==> config.mk <==
export PLATFORM = sky130hd
export DESIGN_NAME = pkf_sqrt
export DESIGN_NICKNAME = d
export VERILOG_FILES = /design/src/rtl/core/pkf_sqrt.sv
export SDC_FILE = /design/constraint.sdc
export NUM_CORES = 1
export LEC_CHECK = 0
export BUFFER_PORTS_ARGS = -buffer_cell sky130_fd_sc_hd__buf_2
export CAP_MARGIN = 20
export CORE_MARGIN = 1.5
export CORE_UTILIZATION = 46
export DETAILED_ROUTE_END_ITERATION = 16
export PLACE_DENSITY = 0.63
export RECOVER_POWER = 50
export SLEW_MARGIN = 10
export SYNTH_ARGS = -nofsm -noshare
export SYNTH_HDL_FRONTEND = slang
export SYNTH_SLANG_ARGS = --single-unit
==> constraint.sdc <==
create_clock -name clk -period 9 [get_ports clk]
set_clock_uncertainty 0.1 [all_clocks]
set_input_delay 0.45 -clock clk [delete_from_list [all_inputs] [get_ports clk]]
set_output_delay 0.45 -clock clk [all_outputs]
set_load 0.05 [all_outputs]
==> src/rtl/core/pkf_sqrt.sv <==
// ----------------------------------------------------------------------------
// pkf_sqrt: iterative integer square root
// Digit-by-digit method, one result bit per cycle over a 48 bit operand.
// ----------------------------------------------------------------------------
`default_nettype none
module pkf_sqrt (
  input  wire        clk,
  input  wire        rst_n,
  input  wire        start,
  input  wire [47:0] val,
  output logic       done,
  output logic [47:0] root
);
  logic [47:0] v_r, r_r, bit_r;
  logic        busy_r;
  logic [48:0] sum;

  assign sum = {1'b0, r_r} + {1'b0, bit_r};

  always_ff @(posedge clk) begin
    done <= 1'b0;
    if (!rst_n) begin
      busy_r <= 1'b0;
    end else if (start) begin
      busy_r <= 1'b1;
      v_r    <= val;
      r_r    <= '0;
      bit_r  <= 48'h4000_0000_0000;
    end else if (busy_r) begin
      if ({1'b0, v_r} >= sum) begin
        v_r <= 48'({1'b0, v_r} - sum);
        r_r <= (r_r >> 1) + bit_r;
      end else begin
        r_r <= r_r >> 1;
      end
      bit_r <= bit_r >> 2;
      if (bit_r[1:0] != 2'b00 || bit_r == 48'd1) begin
        busy_r <= 1'b0;
        done   <= 1'b1;
      end
    end
  end

  assign root = r_r;
endmodule
`default_nettype wire

==> results.sh <==
export IMPL_fin_crit_ns=6.503
export IMPL_place_ws_ns=2.542
export IMPL_cts_htree_levels=4
export IMPL_syn_area_um2=11120
export IMPL_worst_path_buf_inv=2
export IMPL_synth_enable_flop_cells=120
export IMPL_grt_first_pass_wirelength_um=45880
export IMPL_antenna_found_initial=0
export IMPL_postCtsSetupBuffers=0
export IMPL_seq_area_frac_synth=0.3277
export IMPL_wl_per_cell_um=17.45
export IMPL_syn_nets=1415
export IMPL_grt_start_max_net_pins=98
export IMPL_gp_congestion=0.9339
export IMPL_ir_worst_vdd_mv=0.1278
export IMPL_fin_cells=1666
export IMPL_min_path_type="in2reg"
export IMPL_critical_path_top_delay_family="simple AND/OR/NAND/NOR gates"
export IMPL_synth_ff_type="edfxtp_1"
export IMPL_clockBufferDepth=2
export IMPL_syn2layout_area_growth_pct=11.42
export IMPL_final_common_cell="nand2_1"
export IMPL_pin_count=100
export IMPL_fin_ws_ns=2.497
export IMPL_dieWidth_um=158.5
export IMPL_post_route_drc_count=0
export IMPL_dieArea_um2=25110
export IMPL_critPathRequiredTime_ns=8.95
export IMPL_async_flop_share=0
export IMPL_crit_path_end_kind="flip-flop"
export IMPL_vias=9746
export IMPL_clkTransAtPathRegs_ns=0.07
export IMPL_grt_setup_unrepaired="false"
export IMPL_grt_pass1_vias=8844
export IMPL_portBuffers=99
export IMPL_critPathSlowestCell="o21ba_2"
export IMPL_clock_root_buffer="clkbuf_16"
export IMPL_ctsResizeCount=0
export IMPL_maxCapViolCount=3
export IMPL_ys_ff_latch=122
export IMPL_cts_made_buffers=17
export IMPL_synth_area_leaders="edfxtp_1, ha_1, xor2_1"
export IMPL_status="finished, violations left"
export IMPL_place_hpwl_um=22020
export IMPL_layout_drive_gt1_share=0.09800
export IMPL_final_nets=1484
export IMPL_finalPower_mw=2.688
export IMPL_final_hold_violation_count=0
export IMPL_cts_sinks=122
export IMPL_fill_cells=2273
export IMPL_setup_tns_ns=0
export IMPL_max_stage_delay_ns=0.56
export IMPL_yosys_area_top_type="edfxtp_1"
export IMPL_grtUsageTotal=0.2348
export IMPL_drt_pass1_iterations=8
export IMPL_gr_total_overflow=0
export IMPL_layout_common_cells="nand2_1, edfxtp_1, o21ai_0, nor2_1, ha_1"
export IMPL_insertion_delay_ns=0.42
export IMPL_drt_initial_drc_count=692
export IMPL_wl_um=29080
export IMPL_drtAntennaViolNets=0
export IMPL_power_density_nw_per_um2=217.0
export IMPL_leakagePower_nw=4.820
export IMPL_antennaDiodeCount=0
export IMPL_violations="capacitance limit, slew limit"
export IMPL_cp_max_fo=48
export IMPL_yosysUniqueCellTypes=74
export IMPL_start_kind="flip-flop"
export IMPL_setup_viol=0
export IMPL_initial_utilization=0.4709
export IMPL_ys_warn_count=0
export IMPL_cts_tree="done"
export IMPL_num_rows=56
export IMPL_ctsHoldBuffers=0
export IMPL_syn_area_per_cell_um2=8.789
export IMPL_synthCells=1265
export IMPL_worstPathArrival_ns=6.45
export IMPL_fmax_mhz=153.8
export IMPL_slew_violations=237
export IMPL_dp_cells=1634
export IMPL_dieHeight_um=158.5
export IMPL_yosys_area_top_type_share=0.3241
export IMPL_worstSetupPathType="reg2reg"
export IMPL_path_cells="ha_1 -> nand4_1 -> or3_1 -> o211ai_1 -> nor3_1 -> o21bai_1 -> nand4bb_1 -> a221o_1 -> nor2_1 -> a21oi_1 -> xor2_1 -> ha_1 -> nand3_1 -> nor3_1 -> nand4_1 -> o21ai_0 -> a21oi_1 -> inv_1 -> o21ba_2 -> nor2_1 -> nor2_4 -> buf_4"
export IMPL_worst_slew_pin_slew_ns=3.940
export IMPL_fin_crit_sh=0.7226
export IMPL_coreArea_um2=23610
export IMPL_via_per_inst=5.850
export IMPL_maxSlewHeadroom=-1.627
per-layer routing:
layer / share of wire / vias to the layer above / global-route usage
met2: 0.43 / 243 / 0.3620
met4: 0.011 / 0 / 0.05296
met5: 0 / - / 0
met1: 0.52 / 4627 / 0.3503
met3: 0.040 / 26 / 0.02722
li1: - / 4850 / -
kinds of logic after synthesis:
family,Yosys count,share of synthesized area
and+or+nand+nor,431,0.1860
AOI/OAI and AO/OA,403,0.2413
DFF,122,0.3277
xor gates and xnor gates,108,0.08508
adders and majority gates,99,0.1121
buffers and inverters,88,0.03207
muxes,14,0.01576
final cells by class:
type | instances | area, um2 | share of cell area
Multi-Input combinational cell | 1055 | 7126 | 0.5752
Sequential cell | 122 | 3643 | 0.2941
Timing Repair Buffer | 106 | 474.2 | 0.03828
Clock buffer | 19 | 432.9 | 0.03495
Tap cell | 319 | 399.1 | 0.03222
Clock inverter | 13 | 192.7 | 0.01555
Inverter | 32 | 120.1 | 0.009696
registers in the layout, indices dropped and copies added, names as in the netlist:
signal / cells
busy_r: 1
root: 48
v_r: 48
done: 1
bit_r: 24
synth_stat cells (5+ instances only):
library cell,n
a211oi_1,8
a211oi_2,17
a21boi_0,8
a21o_1,47
a21oi_1,91
a31o_2,9
a31oi_1,40
and2_1,12
and3_1,9
clkbuf_1,50
edfxtp_1,120
ha_1,98
inv_1,32
mux2_4,6
nand2_1,141
nand2b_1,11
nand3_1,26
nand4_1,30
nor2_1,102
nor2b_1,42
nor3_1,23
o211ai_1,7
o21ai_0,104
o21bai_1,21
o31ai_1,5
or3_1,13
xnor2_1,44
xor2_1,64
power by group:
part / internal [mW] / switching, mW / total (mW)
Sequential: 0.721 / 0.0661 / 0.787
Combinational: 0.440 / 0.714 / 1.15
Clock: 0.467 / 0.280 / 0.748
Total: 1.63 / 1.06 / 2.69
worst paths after layout:
path	depth (start not counted)	start	endpoint	slack [ns]
worst max-delay path	22	root[10]	v_r[16]	2.50
worst min-delay path	2	rst_n	done	0.18
worst max register to register	22	root[10]	v_r[16]	2.50
worst min register to register	1	busy_r	done	0.38
metrics by stage:
stage / instance area [um2] / hold WS (ns) / util
2_1_floorplan: 11120 / 0.3470 / -
3_3_place_gp: 11840 / 0.3627 / 0.5015
3_5_place_dp: 11840 / 0.3632 / 0.5015
4_1_cts: 12470 / 0.1633 / 0.5280
5_1_grt: 12390 / 0.1686 / 0.5246
6_report: 12390 / 0.1758 / 0.5246
No activity file was read; power rests on OpenSTA's default activity.
