File: src/rtl/core/pkf_div.sv
// ----------------------------------------------------------------------------
// pkf_div: iterative signed divider
// Restoring division, one quotient bit per cycle, truncating toward zero.
// ----------------------------------------------------------------------------
`default_nettype none
module pkf_div (
  input  wire               clk,
  input  wire               rst_n,
  input  wire               start,
  input  wire signed [63:0] num,
  input  wire signed [63:0] den,
  output logic              done,
  output logic signed [63:0] quo
);
  logic [63:0] rem_r, rem_nxt, q_r, q_nxt, d_r;
  logic        neg_r, busy_r;
  logic [6:0]  cnt_r;
  logic [64:0] trial;
  logic [63:0] an, ad;

  assign an = num[63] ? 64'(-num) : num;
  assign ad = den[63] ? 64'(-den) : den;
  assign trial = {rem_r, q_r[63]} - {1'b0, d_r};

  always_comb begin
    rem_nxt = {rem_r[62:0], q_r[63]};
    q_nxt   = {q_r[62:0], 1'b0};
    if (!trial[64]) begin
      rem_nxt = trial[63:0];
      q_nxt[0] = 1'b1;
    end
  end

  always_ff @(posedge clk) begin
    done <= 1'b0;
    if (!rst_n) begin
      busy_r <= 1'b0;
      cnt_r  <= '0;
    end else if (start) begin
      busy_r <= 1'b1;
      cnt_r  <= 7'd64;
      rem_r  <= '0;
      q_r    <= an;
      d_r    <= ad;
      neg_r  <= num[63] ^ den[63];
    end else if (busy_r) begin
      rem_r <= rem_nxt;
      q_r   <= q_nxt;
      cnt_r <= cnt_r - 7'd1;
      if (cnt_r == 7'd1) begin
        busy_r <= 1'b0;
        done   <= 1'b1;
      end
    end
  end

  assign quo = neg_r ? 64'(-q_r) : q_r;
endmodule
`default_nettype wire

File: config.mk
export PLATFORM = sky130hd
export DESIGN_NAME = pkf_div
export DESIGN_NICKNAME = d
export VERILOG_FILES = /design/src/rtl/core/pkf_div.sv
export SDC_FILE = /design/constraint.sdc
export NUM_CORES = 1
export LEC_CHECK = 0
export BUFFER_PORTS_ARGS = -buffer_cell sky130_fd_sc_hd__buf_2
export CORE_MARGIN = 3
export CORE_UTILIZATION = 45
export CTS_BUF_LIST = sky130_fd_sc_hd__clkbuf_8
export CTS_CLUSTER_SIZE = 14
export DETAILED_ROUTE_END_ITERATION = 6
export PLACE_DENSITY = 0.65
export SETUP_SLACK_MARGIN = 0.3
export SLEW_MARGIN = 40
export SYNTH_ARGS = -nofsm -noshare
export SYNTH_HDL_FRONTEND = slang
export SYNTH_SLANG_ARGS = --single-unit
export TNS_END_PERCENT = 100
File: constraint.sdc
create_clock -name clk -period 5.7 [get_ports clk]
set_input_delay 1.14 -clock clk [delete_from_list [all_inputs] [get_ports clk]]
set_output_delay 1.14 -clock clk [all_outputs]
set_load 0.005 [all_outputs]
==> results of run 1 <==
## cells by family after synthesis
| kind of cell | count (synthesis) |
|---|---|
| and+or+nand+nor | 539 |
| AOI/OAI and AO/OA | 469 |
| xor gates and xnor gates | 241 |
| DFF | 202 |
| buffers and inverters | 161 |
| adders and majority gates | 70 |
| muxes | 54 |
## sequential cells by signal (all words and copies together), names as in the netlist
name and count:
cnt_r 7, done 1, d_r 64, neg_r 1, q_r 64, busy_r 1
rem_r 64
## path summary, 6_finish.rpt
kind                    startpoint                 endpoint  slack (ns)  cells after the start
max reg2reg      q_r[63]$_DFFE_PP_  rem_r[43]$_SDFFCE_PP0P_        0.89                     13
min          cnt_r[6]$_SDFFE_PN0N_          done$_SDFF_PP0_        0.48                      1
min reg2reg  cnt_r[6]$_SDFFE_PN0N_          done$_SDFF_PP0_        0.48                      1
max              q_r[16]$_DFFE_PP_                  quo[60]        0.47                     10
## stage by stage
stage | setup WS (ns) | hold WS, ns
final | 0.465 | 0.484
after global routing | 0.300 | 0.511
after CTS | 0.348 | 0.487
after detailed placement | 0.794 | 0.476
after global placement | 0.937 | 0.462
after floorplan | 0.543 | 0.440
## cells in the mapped netlist (26+ instances only)
cell	n
sky130_fd_sc_hd__ha_1	69
sky130_fd_sc_hd__o31ai_1	62
sky130_fd_sc_hd__o41ai_1	26
sky130_fd_sc_hd__inv_1	86
sky130_fd_sc_hd__or4_1	31
sky130_fd_sc_hd__edfxtp_1	193
sky130_fd_sc_hd__o21ai_0	116
sky130_fd_sc_hd__a21oi_1	143
sky130_fd_sc_hd__xor2_1	89
sky130_fd_sc_hd__nand2_1	139
sky130_fd_sc_hd__nor2_1	158
sky130_fd_sc_hd__nor3_1	31
sky130_fd_sc_hd__mux2i_1	48
sky130_fd_sc_hd__or3_1	34
sky130_fd_sc_hd__a21o_1	27
sky130_fd_sc_hd__xnor2_1	152
sky130_fd_sc_hd__clkbuf_1	63
## timing repair
item                                    4_1_cts  5_1_grt
endpoints found under the setup margin        0        5
setup buffers                                 0        0
gates resized for setup                       0        6
## critical path: cells and delay by family, from the launching register on
kind,cells,cell delay [ns]
AO/OA/AOI/OAI,1,0.27
XOR/XNOR,1,0.15
buffers and inverters,1,0.13
AND/OR/NAND/NOR,7,2.57
flip-flops,1,0.44
## layer usage
layer,GRT usage,up-vias,part of all wire
li1,-,6716,-
met3,0.0301,68,0.065
met5,0,-,0
met2,0.335,485,0.45
met1,0.305,6468,0.46
met4,0.0667,0,0.024
## area by class of cell
type	count	share of cell area
Multi-Input combinational cell	1373	0.517
Sequential cell	202	0.334
Timing Repair Buffer	207	0.0606
Tap cell	448	0.0313
Clock buffer	38	0.0292
Inverter	86	0.0181
Clock inverter	26	0.00917
## cell usage in the layout (no fill, tap or decap), types with 38 or more instances in the layout
cell type | netlist | final
sky130_fd_sc_hd__xnor2_1 | 152 | 152
sky130_fd_sc_hd__buf_2 | 5 | 193
sky130_fd_sc_hd__nand2_1 | 139 | 138
sky130_fd_sc_hd__xor2_1 | 89 | 89
sky130_fd_sc_hd__inv_1 | 86 | 94
sky130_fd_sc_hd__edfxtp_1 | 193 | 193
sky130_fd_sc_hd__nor2_1 | 158 | 157
sky130_fd_sc_hd__clkbuf_8 | 0 | 38
sky130_fd_sc_hd__ha_1 | 69 | 69
sky130_fd_sc_hd__a21oi_1 | 143 | 143
sky130_fd_sc_hd__o31ai_1 | 62 | 61
sky130_fd_sc_hd__mux2i_1 | 48 | 48
sky130_fd_sc_hd__o21ai_0 | 116 | 116
## power breakdown
part	total, mW	internal [mW]	switching (mW)
clock	1.32	0.710	0.609
combinational	1.47	0.604	0.863
sequential	1.88	1.80	0.0870
==> reports/summary.json, run 1 <==
{
  "multi_input_comb_area_um2": 9250,
  "synth-adder-area-share": 0.0559,
  "cp-start-kind": "flip-flop",
  "flow.area_growth_from_synthesis_pct": 13.2,
  "worstPathCellList": "or4_4 > nor4_4 > nand4b_1 > nand2b_4 > nand2b_2 > or3_4 > or4_4 > o31ai_2 > xnor2_1 > buf_2",
  "placed_area_um2": 17200,
  "fp.dieH_um": 193,
  "path_class": "flip-flop to output pin",
  "synth_warnings": 0,
  "drtIter0Drc": 1241,
  "slew_headroom": 0.485,
  "total_leakage_power_nw": 6.85,
  "synth.ff_latch_count": 202,
  "status": "finished clean",
  "crit_arrival_ns": 4.09,
  "grt_pass1_vias": 13100,
  "utilization": 0.525,
  "end_kind": "output pin",
  "async_reset_ff_frac": 0,
  "drive_gt1_frac": 0.158,
  "max_slew.worst_pin.slew_ns": 0.772,
  "post_synth_mux_area_share": 0.0347,
  "cp_data_required_time_ns": 4.56,
  "cts_root_buf": "sky130_fd_sc_hd__clkbuf_8",
  "count_of_h_tree_levels_built_during_cts": 2,
  "cts_tree": "done",
  "placeableCoreArea_um2": 34000,
  "fmax_mhz": 191,
  "finalCritPeriodShare": 0.918,
  "syn_area_um2": 15800,
  "report.final.setup_viol": 0,
  "ys_dominant_reg_cell": "sky130_fd_sc_hd__edfxtp_1",
  "netlist-cell-type-count": 71,
  "cts_hold_buffers": 0,
  "critPathMaxStageDelay_ns": 0.58,
  "hold_path.class": "flip-flop to flip-flop",
  "post-route-min-period_ns": 5.23,
  "postSynthCellCount": 1736,
  "floorplan.initialDensity": 0.464,
  "synth.top_cell.area_share": 0.367,
  "detail_route.vias_per_cell": 5.77,
  "numCtsBuffers": 37,
  "number_of_enable_flip_flop_cells_after_synthesis": 193,
  "area.sequential_um2": 5980,
  "final_area_um2": 17900,
  "grt_antenna_before_repair": 0,
  "ant_diodes": 0,
  "synth_top_cells_by_area": "sky130_fd_sc_hd__edfxtp_1, sky130_fd_sc_hd__xnor2_1, sky130_fd_sc_hd__ha_1",
  "unrepaired_setup_endpoints_after_global_routing": "yes",
  "synth_top_family_by_area": "compound AO/OA/AOI/OAI gates",
  "clock_latency_on_the_worst_skew_pair_ns": 0.54,
  "fin_nets": 2108,
  "cts.reportedPaths.clkPinSlew_ns": 0.06,
  "detail_route.first_pass.iterations": 5,
  "cts.path.max_buffers": 3,
  "vdd_drop_max_mv": 0.124,
  "cap_viol_max_count": 0,
  "drt-wirelength-per-cell_um": 17.6,
  "power_density_nw_per_um2": 261,
  "synth_top_cell_by_area": "sky130_fd_sc_hd__edfxtp_1",
  "dp_hpwl_mm": 31.8,
  "design.portCount": 196,
  "post-place-cells": 2316,
  "cpMostUsedCell": "sky130_fd_sc_hd__or4_4",
  "portBuffers": 195,
  "synthXorXnorAreaFrac": 0.134,
  "place_congestion": 0.934,
  "avgSynthCellArea_um2": 9.10,
  "total_wirelength_mm": 41.9,
  "fin_worst_skew_ns": 0.0228,
  "synthSimpleGateAreaFrac": 0.170,
  "rows": 67,
  "drc": 0,
  "syn_nets": 1937,
  "setup_total_negative_slack_ns": 0,
  "groute.usage.overall": 0.213,
  "maximum_number_of_pins_on_one_net_before_global_route_repair": 102,
  "route.vias.total": 13700,
  "portion_of_the_post_synthesis_area_used_by_sequential_elements": 0.378,
  "slew_violations": 0,
  "stdcell_count": 2380,
  "postRouteAntennaNets": 0,
  "final_hold_viol_count": 0,
  "clock-sinks": 202,
  "die_width_um": 193,
  "synth_compound_gate_area_share": 0.188,
  "critical_path.slowest_cell": "sky130_fd_sc_hd__or4_4",
  "grt_pass1_wl_mm": 66.8,
  "layout.filler_cells": 3232,
  "globalRouteOverflowTotal": 0,
  "die-area_um2": 37400,
  "power.total_mw": 4.67,
  "timing.critical_path.fanout_max": 7
}
Note: power is estimated with default switching activity, not from simulation.
==> run 2: changes to the inputs <==
==> constraint.sdc (replaced) <==
create_clock -name clk -period 4.84 [get_ports clk]
set_input_delay 0.968 -clock clk [delete_from_list [all_inputs] [get_ports clk]]
set_output_delay 0.968 -clock clk [all_outputs]
set_load 0.005 [all_outputs]
==> run 2 against run 1 <==
Net effect: the flow now finishes with violations (negative setup slack); non-clock buffer count up 28; core utilization increased by 0.93 points; final area increased by 1.8%; largest cell class unchanged.
==> reports/summary.json, run 2 (synthesized netlist as in run 1, its figures left out) <==
{
  "status": "finished, violations left",
  "failed_checks": "negative setup slack",
  "globalRouteOverflowTotal": 0,
  "detail_route.vias_per_cell": 5.77,
  "slew_violations": 0,
  "worst_slack_ns": -0.0237,
  "rows": 67,
  "cts_tree": "done",
  "timing.critical_path.fanout_max": 6,
  "die_width_um": 193,
  "path_class": "flip-flop to output pin",
  "cts_root_buf": "sky130_fd_sc_hd__clkbuf_8",
  "routedLengthMet1_mm": 19.6,
  "crit_arrival_ns": 3.90,
  "grt_pass1_wl_mm": 67.7,
  "flow.area_growth_from_synthesis_pct": 15.2,
  "postRouteAntennaNets": 0,
  "detail_route.first_pass.iterations": 5,
  "drt-wirelength-per-cell_um": 18.0,
  "placed_area_um2": 17200,
  "numCtsBuffers": 38,
  "cp_data_required_time_ns": 3.87,
  "cts.reportedPaths.clkPinSlew_ns": 0.06,
  "cp-start-kind": "flip-flop",
  "most-common-layout-cells": "sky130_fd_sc_hd__edfxtp_1, sky130_fd_sc_hd__buf_2, sky130_fd_sc_hd__nor2_1",
  "drtIter0Drc": 970,
  "met3_wirelength_mm": 2.57,
  "reg_top3": "d_r (64), q_r (64), rem_r (64)",
  "fp.dieH_um": 193,
  "top_layer": "met4",
  "cts.path.max_buffers": 3,
  "groute.usage.overall": 0.218,
  "grt_antenna_before_repair": 1,
  "route.vias.total": 13900,
  "fin_nets": 2137,
  "final_hold_viol_count": 0,
  "drive_gt1_frac": 0.175,
  "total_wirelength_mm": 43.3,
  "post-route-min-period_ns": 4.86,
  "layout.filler_cells": 3180,
  "end_kind": "output pin",
  "design.portCount": 196,
  "die-area_um2": 37400,
  "dp_hpwl_mm": 32.5,
  "portBuffers": 195,
  "grt_pass1_vias": 13200,
  "floorplan.initialDensity": 0.464,
  "drc": 0,
  "met2_wl_post_dr_mm": 19.6,
  "stdcell_count": 2412,
  "utilization": 0.535,
  "maximum_number_of_pins_on_one_net_before_global_route_repair": 114,
  "clock_latency_on_the_worst_skew_pair_ns": 0.55,
  "max_slew.worst_pin.slew_ns": 0.814,
  "placeableCoreArea_um2": 34000,
  "power.total_mw": 5.60,
  "report.final.setup_viol": 2,
  "clock-sinks": 202,
  "cap_viol_max_count": 0,
  "total_leakage_power_nw": 7.01,
  "fin_worst_skew_ns": 0.0297,
  "final_area_um2": 18200,
  "slew_headroom": 0.449,
  "mostFrequentLayoutCell": "sky130_fd_sc_hd__edfxtp_1",
  "place_congestion": 0.903,
  "hold_path.class": "flip-flop to flip-flop",
  "unrepaired_setup_endpoints_after_global_routing": "yes",
  "power_density_nw_per_um2": 308,
  "count_of_h_tree_levels_built_during_cts": 2,
  "vdd_drop_max_mv": 0.252,
  "finalCritPeriodShare": 1.00,
  "fmax_mhz": 206,
  "post-place-cells": 2324
}
==> run 2: area by class of cell <==
type | instances | area, µm² | area share
diodes | 1 | 2.50 | 0.000138
clock buffers | 39 | 537 | 0.0295
clock inverters | 28 | 174 | 0.00956
inverters | 86 | 323 | 0.0177
multi-input cells | 1373 | 9300 | 0.511
flip-flops and latches | 202 | 5980 | 0.328
well taps | 448 | 561 | 0.0308
repair buffers | 235 | 1330 | 0.0730
==> run 2: timing repair <==
action,in CTS,in global routing
buffers inserted,9,11
pin swaps,1,2
endpoints found under the setup margin,12,13
gates resized for setup,12,7
hold buffers,0,0
==> run 2: critical path, cell delays in order, from the launching register on <==
cell	delay (ns)
sky130_fd_sc_hd__edfxtp_1	0.48
sky130_fd_sc_hd__or4_4	0.46
sky130_fd_sc_hd__or4_4	0.42
sky130_fd_sc_hd__or2_1	0.24
sky130_fd_sc_hd__or3_4	0.35
sky130_fd_sc_hd__or3_4	0.38
sky130_fd_sc_hd__or4_4	0.49
sky130_fd_sc_hd__o41ai_4	0.26
sky130_fd_sc_hd__xnor2_1	0.15
sky130_fd_sc_hd__buf_2	0.13
==> run 2: power breakdown <==
group	internal (mW)	leakage, nW	switching, mW
clock	0.858	0.378	0.752
sequential	2.12	1.91	0.102
combinational	0.737	4.72	1.04
==> run 2: stage by stage <==
step	hold WS [ns]	TNS, ns	setup slack [ns]
final	0.495	-0.0333	-0.0237
after global routing	0.501	-0.731	-0.169
after CTS	0.495	0	0.00919
after detailed placement	0.476	0	0.340
after global placement	0.472	0	0.377
after floorplan	0.440	0	0.697
==> run 2: layer usage <==
metal	track usage	vias to the layer above
met2	0.353	469
met5	0	-
met3	0.0343	94
met4	0.0777	0
li1	-	6804
met1	0.297	6541
==> run 2: worst paths after layout <==
check | from | cells after the start | slack [ns] | to
worst max-delay path | q_r[38]$_DFFE_PP_ | 9 | -0.02 | quo[61]
worst min-delay path | cnt_r[1]$_SDFFE_PP0P_ | 2 | 0.50 | cnt_r[1]$_SDFFE_PP0P_
worst max register to register | q_r[63]$_DFFE_PP_ | 14 | 0.61 | rem_r[24]$_SDFFCE_PP0P_
worst min register to register | cnt_r[1]$_SDFFE_PP0P_ | 2 | 0.50 | cnt_r[1]$_SDFFE_PP0P_
